===== config.mk =====
export PLATFORM = sky130hd
export DESIGN_NAME = tcc_cursor
export DESIGN_NICKNAME = d
export VERILOG_FILES = /design/src/hdl/tcc_pkg.sv /design/src/hdl/tcc_cursor.sv
export SDC_FILE = /design/constraint.sdc
export NUM_CORES = 1
export LEC_CHECK = 0
export ABC_CLOCK_PERIOD_IN_PS = 2180
export BUFFER_PORTS_ARGS = -buffer_cell sky130_fd_sc_hd__buf_2
export CORE_UTILIZATION = 51
export DETAILED_ROUTE_END_ITERATION = 7
export GPL_ROUTABILITY_DRIVEN = 0
export PLACE_DENSITY = 0.85
export SLEW_MARGIN = 20
export SYNTH_ARGS = -nofsm -noshare
export SYNTH_HDL_FRONTEND = slang
export SYNTH_SLANG_ARGS = --single-unit

===== constraint.sdc =====
create_clock -name vclk -period 2.18
set_input_delay 0.109 -clock vclk [all_inputs]
set_output_delay 0.109 -clock vclk [all_outputs]
set_load 0.05 [all_outputs]

===== src/hdl/tcc_pkg.sv =====
// Shared constants, types and helper functions of the text console engine.
package tcc_pkg;

  // Screen geometry
  localparam int COLUMNS    = 80;
  localparam int ROWS       = 25;
  localparam int CELL_COUNT = ROWS * COLUMNS;
  localparam int COL_W      = $clog2(COLUMNS);
  localparam int ROW_W      = $clog2(ROWS);
  localparam int ADDR_W     = $clog2(CELL_COUNT);

  typedef logic [COL_W-1:0]  col_t;
  typedef logic [ROW_W-1:0]  row_t;
  typedef logic [ADDR_W-1:0] addr_t;

  // Port field types
  typedef logic [15:0] cell_t;
  typedef logic [7:0]  char_t;
  typedef logic [3:0]  color_t;
  typedef logic [4:0]  port_row_t;
  typedef logic [6:0]  port_col_t;

  // Control characters
  localparam char_t CHAR_TAB   = 8'd9;
  localparam char_t CHAR_NL    = 8'd10;
  localparam char_t CHAR_CR    = 8'd13;
  localparam char_t CHAR_SPACE = 8'h20;

  // Colors after reset and the blank cell they give
  localparam color_t RESET_FG    = 4'd7;
  localparam color_t RESET_BG    = 4'd0;
  localparam cell_t  RESET_BLANK = {RESET_BG, RESET_FG, CHAR_SPACE};

  // Operation codes
  localparam logic OP_PUT  = 1'b0;
  localparam logic OP_READ = 1'b1;

  // Configuration register indexes
  localparam logic CFG_FOREGROUND = 1'b0;
  localparam logic CFG_BACKGROUND = 1'b1;

  typedef enum logic [3:0] {
    ST_CLEAR = 4'b0001,
    ST_IDLE  = 4'b0010,
    ST_READ  = 4'b0100,
    ST_SWEEP = 4'b1000
  } state_t;

  // Cursor update for one put transaction
  typedef struct packed {
    row_t row;
    col_t col;
    logic scroll;
    logic write_cell;
  } cursor_upd_t;

  // Screen row to memory row: the store is a ring of rows starting at top
  function automatic row_t phys_row(row_t logical, row_t top);
    logic [ROW_W:0] sum;
    sum = {1'b0, logical} + {1'b0, top};
    if (sum >= (ROW_W + 1)'(ROWS)) sum = sum - (ROW_W + 1)'(ROWS);
    return sum[ROW_W-1:0];
  endfunction

  function automatic addr_t cell_addr(row_t r, col_t c);
    return ADDR_W'(int'(r) * COLUMNS) + ADDR_W'(c);
  endfunction

  function automatic cell_t make_cell(color_t bg, color_t fg, char_t ch);
    return {bg, fg, ch};
  endfunction

endpackage


===== src/hdl/tcc_cursor.sv =====
// Next-cursor logic for a put: control characters, tab stops, wrap and scroll.
module tcc_cursor (
  input  tcc_pkg::row_t        row,
  input  tcc_pkg::col_t        col,
  input  tcc_pkg::char_t       char_code,
  output tcc_pkg::cursor_upd_t upd
);

  logic [tcc_pkg::COL_W:0] col_sum;
  logic [tcc_pkg::ROW_W:0] row_inc;
  logic                    newline;

  always_comb begin
    col_sum         = '0;
    newline         = 1'b0;
    upd.row         = row;
    upd.col         = col;
    upd.scroll      = 1'b0;
    upd.write_cell  = 1'b0;
    row_inc         = {1'b0, row} + 1'b1;

    // Column movement per character class
    unique case (char_code)
      tcc_pkg::CHAR_NL: begin
        newline = 1'b1;
      end
      tcc_pkg::CHAR_CR: begin
        upd.col = '0;
      end
      tcc_pkg::CHAR_TAB: begin
        col_sum = ({1'b0, col} + (tcc_pkg::COL_W + 1)'(4)) & ~(tcc_pkg::COL_W + 1)'(3);
        if (col_sum >= (tcc_pkg::COL_W + 1)'(tcc_pkg::COLUMNS)) newline = 1'b1;
        else upd.col = col_sum[tcc_pkg::COL_W-1:0];
      end
      default: begin
        upd.write_cell = 1'b1;
        col_sum        = {1'b0, col} + 1'b1;
        if (col_sum >= (tcc_pkg::COL_W + 1)'(tcc_pkg::COLUMNS)) newline = 1'b1;
        else upd.col = col_sum[tcc_pkg::COL_W-1:0];
      end
    endcase

    // Line feed; leaving the last row scrolls
    if (newline) begin
      upd.col = '0;
      if (row_inc >= (tcc_pkg::ROW_W + 1)'(tcc_pkg::ROWS)) begin
        upd.scroll = 1'b1;
        upd.row    = tcc_pkg::ROW_W'(tcc_pkg::ROWS - 1);
      end else begin
        upd.row = row_inc[tcc_pkg::ROW_W-1:0];
      end
    end
  end

endmodule


==> results of run 1 <==
cell usage after synthesis (2+ instances only):
cell / count / area (µm²)
buf_2: 2 / 10.0
or2_1: 2 / 12.5
inv_1: 3 / 11.3
nor2b_1: 2 / 12.5
o21ai_0: 4 / 20.0
a21oi_1: 9 / 45.0
a31oi_1: 3 / 18.8
nand2_1: 9 / 33.8
and2_1: 2 / 12.5
o211ai_1: 2 / 15.0
nor2_1: 5 / 18.8
buf_6: 2 / 22.5
and3_1: 4 / 25.0
mux2i_1: 3 / 30.0
nand3_1: 6 / 30.0
ha_1: 4 / 50.1
a211oi_2: 2 / 25.0
or2b_1: 2 / 15.0
mux2_4: 2 / 30.0
xor2_1: 2 / 17.5
cells by family after synthesis:
| logic type | count (synthesis) | share of synthesized area |
|---|---|---|
| and+or+nand+nor | 48 | 0.373 |
| AOI/OAI and AO/OA | 36 | 0.373 |
| buffers and inverters | 10 | 0.0812 |
| muxes | 5 | 0.0764 |
| adders and majority gates | 4 | 0.0637 |
| xor gates and xnor gates | 3 | 0.0334 |
power breakdown:
part / leakage [nW] / internal (W) / switching, W
registers: 0 / 0 / 0
clock network: 0 / 0 / 0
logic: 0.579 / 0.000133 / 0.000210
total: 0.579 / 0.000133 / 0.000210
final timing paths:
| check | from | to | slack (ps) | cells past startpoint |
|---|---|---|---|---|
| max | col[2] | upd[8] | -90 | 10 |
| min | col[0] | upd[2] | 630 | 3 |
through the flow:
stage	power, W	hold slack, ps	utilization
6_report	0.000342	630	0.935
4_1_cts	0.000283	599	0.827
3_5_place_dp	0.000265	599	0.788
2_1_floorplan	0.000180	320	-
5_1_grt	0.000358	639	0.935
3_3_place_gp	0.000255	594	0.788
cell usage in the layout (no fill, tap or decap), types with 3 or more instances in the layout:
cell and instances:
and3_1 4, nand2_1 9, nand3_1 6, nor2_1 5, buf_4 23, a21oi_1 9
inv_1 3, buf_8 3, buf_6 10, o21ai_0 3, a31oi_1 3, buf_2 21
ha_1 3
cell type report:
class	count	area, µm²	share of cell area
inverters	4	15.0	0.0118
repair buffers	57	435	0.341
well taps	15	18.8	0.0147
multi-input cells	96	808	0.633
tightest hold or removal path: stages:
cell	delay [ps]
buf_2	150
nor3_2	60
buf_2	200
routing by layer:
| metal | up-vias | wire [µm] | global-route usage |
|---|---|---|---|
| met2 | 157 | 1740 | 0.621 |
| met5 | - | 0 | 0 |
| met4 | 0 | 383 | 0.0887 |
| met3 | 63 | 490 | 0.0163 |
| li1 | 516 | - | - |
| met1 | 560 | 1210 | 0.384 |
repair_timing:
item,CTS,global route
endpoints found under the setup margin,10,10
pin swaps,2,9
buffers inserted,1,3
hold buffers,0,0
gates resized for setup,15,29
==> impl_metrics.csv, run 1 <==
group,metric,value,unit
critical_path,crit_type,"input port to output port",
final_layout,area_growth,62.6,%
power_and_ir_drop,ir_drop,0.181,mV
yosys,synth.yosys.seq_area_share,0,
critical_path,crit_buf_inv,5,
route,vias_per_cell,7.53,
critical_path,cp.arrival,2160,ps
global_route,antenna_found_initial,0,
yosys,synthCells,106,
status,violations,"setup timing",
yosys,syn_area,786,µm²
sta,setup_viol_count_final,9,
final_layout,fillers,49,
final_layout,stdcell_area,1280,µm²
power_and_ir_drop,power_density,268,nW/µm²
sta,finalCritPeriodShare,1.04,
floorplan,core_area,1370,µm²
critical_path,critPathTopFamily,"compound AO/OA/AOI/OAI gates",
yosys,ys_types,56,
sta,rsz0062_at_grt,"yes",
final_layout,diodes,0,
route,ant_nets,0,
sta,fmax,441,MHz
placement,dp.final_hpwl,2.03,mm
route,route.detailed.drc,0,
floorplan,start_util,0.575,
placement,pre_cts_ws,-138,ps
sta,hold_viol,0,
route,vias,1296,
sta,min_period,2270,ps
route,postRouteWirelength,3.82,mm
route,detail_route.wl_per_cell,22.2,µm
yosys,syn_avg_cell_area,7.41,µm²
final_layout,regArea,0,µm²
sta,maxSlewViolCount,0,
critical_path,cp.required,2070,ps
global_route,grt_pass1_vias,888,
floorplan,die_w,41.3,µm
floorplan,ios,34,
power_and_ir_drop,leakage,0.579,nW
critical_path,start_kind,"input port",
global_route,overflow,0,
critical_path,worstPathCellList,"buf_8, buf_6, buf_4, and4_1, o211ai_1, a21boi_4, or2_4, buf_6, a21oi_1, buf_4",
route,drt_iter0_markers,124,
hold_path,hold_class,"input port to output port",
critical_path,cp_slowest_cell,"o211ai_1",
yosys,syn-num-nets,130,
placement,placed_area,1080,µm²
critical_path,cpPeakStageDelay,490,ps
sta,fin_ws,-87.2,ps
final_layout,seq_cells,0,
global_route,track_usage,0.326,
sta,relSlewSlack,0.640,
final_layout,final_nets,183,
yosys,yosysWarnings,0,
critical_path,crit_fanout,5,
global_route,grt_pass1_wl,3.73,mm
final_layout,drive_gt1_frac,0.516,
final_layout,clock_buffers,0,
sta,tightestPinTransition,538,ps
route,first_pass_iters,6,
status,outcome,"complete, but fails checks",
global_route,grt_max_degree,14,
critical_path,endpoint_kind,"output port",
floorplan,rows,13,
placement,dp_cells,168,
placement,io_buffers,34,
floorplan,fp.dieArea,1700,µm²
flow_run,drv_cap,0,
floorplan,dieHeight,41.3,µm
sta,fin_tns_setup,-393,ps
final_layout,final_cells,172,
Power figures use the tool's default switching activity.
==> inputs of run 2 (changes only) <==
MAX_ROUTING_LAYER = met4   (was not set)
==> run 2 against run 1 <==
  * The run still ends with setup timing left
  * Setup slack worse by 38 ps
  * Non-clock buffer count unchanged
  * Routed wire length rose by 0.58%
  * Sequential cell count is the same
  * Critical path depth down 1
==> impl_metrics.csv, run 2 (synthesized netlist as in run 1, its figures left out) <==
group,metric,value,unit
global_route,overflow,0,
route,first_pass_iters,6,
critical_path,start_kind,"input port",
final_layout,area_growth,62.6,%
global_route,grt_pass1_vias,890,
status,outcome,"complete, but fails checks",
final_layout,diodes,0,
placement,io_buffers,34,
critical_path,critPathTopFamily,"compound AO/OA/AOI/OAI gates",
power_and_ir_drop,clockPowerShare,0,
sta,fin_tns_setup,-634,ps
route,ant_nets,0,
sta,relSlewSlack,0.603,
sta,maxSlewViolCount,0,
placement,pre_cts_ws,-138,ps
floorplan,start_util,0.575,
global_route,grt_max_degree,14,
hold_path,hold-path-endpoint,"upd[2]",
route,postRouteWirelength,3.85,mm
power_and_ir_drop,share_comb_of_total_power,1.000,
floorplan,rows,13,
critical_path,worstPathCellList,"buf_2, ha_1, nand3_1, o211ai_1, a21boi_4, or2_4, buf_6, a21oi_1, buf_4",
route,drt_iter0_markers,111,
power_and_ir_drop,swShare,0.612,
sta,hold_viol,0,
final_layout,fillers,49,
final_layout,mostFrequentLayoutCells,"buf_4, buf_2, buf_6",
hold_path,hold_depth,3,
power_and_ir_drop,power.net_switching,0.000209,W
global_route,grt_pass1_wl,3.74,mm
floorplan,die_w,41.3,µm
sta,worst_hold_slack,627,ps
global_route,track_usage,0.334,
sta,tightestPinTransition,593,ps
final_layout,final_core_util,0.935,
clock_network,hold_buffers,0,
sta,setup_viol_count_final,10,
power_and_ir_drop,ir_drop,0.180,mV
sta,fin_ws,-126,ps
critical_path,crit_fanout,6,
route,route.detailed.drc,0,
floorplan,dieHeight,41.3,µm
power_and_ir_drop,internal_power,0.000133,W
sta,min_period,2310,ps
final_layout,drive_gt1_frac,0.516,
route,detail_route.wl_per_cell,22.4,µm
sta,finalCritPeriodShare,1.06,
final_layout,layout_commonest_cell,"buf_4",
critical_path,cpPeakStageDelay,520,ps
critical_path,cp_slowest_cell,"o211ai_1",
global_route,antenna_found_initial,0,
critical_path,crit_buf_inv,3,
route,vias,1282,
placement,dp_cells,168,
power_and_ir_drop,p_seq_frac,0,
critical_path,cp.arrival,2200,ps
final_layout,final_cells,172,
hold_path,hp-start,"col[0]",
critical_path,cp.required,2070,ps
final_layout,clock_buffers,0,
floorplan,fp.dieArea,1700,µm²
sta,fmax,434,MHz
power_and_ir_drop,leakage,0.579,nW
flow_run,drv_cap,0,
final_layout,multiInputGateArea,808,µm²
final_layout,final_nets,183,
critical_path,path_depth,9,
critical_path,crit_type,"input port to output port",
placement,dp.final_hpwl,2.03,mm
critical_path,endpoint_kind,"output port",
floorplan,ios,34,
final_layout,regArea,0,µm²
sta,rsz0062_at_grt,"yes",
status,violations,"setup timing",
final_layout,seq_cells,0,
hold_path,hold_class,"input port to output port",
power_and_ir_drop,power_density,268,nW/µm²
route,vias_per_cell,7.45,
floorplan,core_area,1370,µm²
==> run 2: power by group through the flow <==
stage | clock, W | combinational, W | sequential (W)
floorplan | 0 | 0.000180 | 0
global placement | 0 | 0.000255 | 0
detailed placement | 0 | 0.000265 | 0
CTS | 0 | 0.000283 | 0
global route | 0 | 0.000358 | 0
finish | 0 | 0.000342 | 0
==> run 2: layer usage <==
metal / share of wire / vias to the layer above / GRT usage / routed length [µm]
met4: 0.11 / 0 / 0.0887 / 416
met1: 0.31 / 549 / 0.384 / 1200
met5: 0 / - / - / 0
met3: 0.13 / 61 / 0.0163 / 502
li1: - / 518 / - / -
met2: 0.45 / 154 / 0.621 / 1720
==> run 2: worst max-delay path by stage <==
| stage | start | end | slack, ps |
|---|---|---|---|
| after floorplan | char_code[4] | upd[11] | -280 |
| after global placement | char_code[4] | upd[6] | -40 |
| after detailed placement | col[3] | upd[11] | -140 |
| after CTS | char_code[4] | upd[4] | 1 |
| after global routing | col[0] | upd[8] | -210 |
| final | col[0] | upd[8] | -130 |
==> run 2: through the flow <==
| stage | power, W | instance area (µm²) |
|---|---|---|
| 6_report | 0.000342 | 1280 |
| 5_1_grt | 0.000358 | 1280 |
| 4_1_cts | 0.000283 | 1130 |
| 3_5_place_dp | 0.000265 | 1080 |
| 3_3_place_gp | 0.000255 | 1080 |
| 2_1_floorplan | 0.000180 | 795 |
==> run 2: area by class of cell <==
cell class	count	area share
Multi-Input combinational cell	96	0.633
Timing Repair Buffer	57	0.341
Tap cell	15	0.0147
Inverter	4	0.0118
==> run 2: repair_timing <==
item / in CTS / in global routing
setup buffers: 1 / 3
gates resized for setup: 15 / 29
pin swaps: 2 / 9
hold endpoints to repair: 0 / 0
setup endpoints to repair: 10 / 10
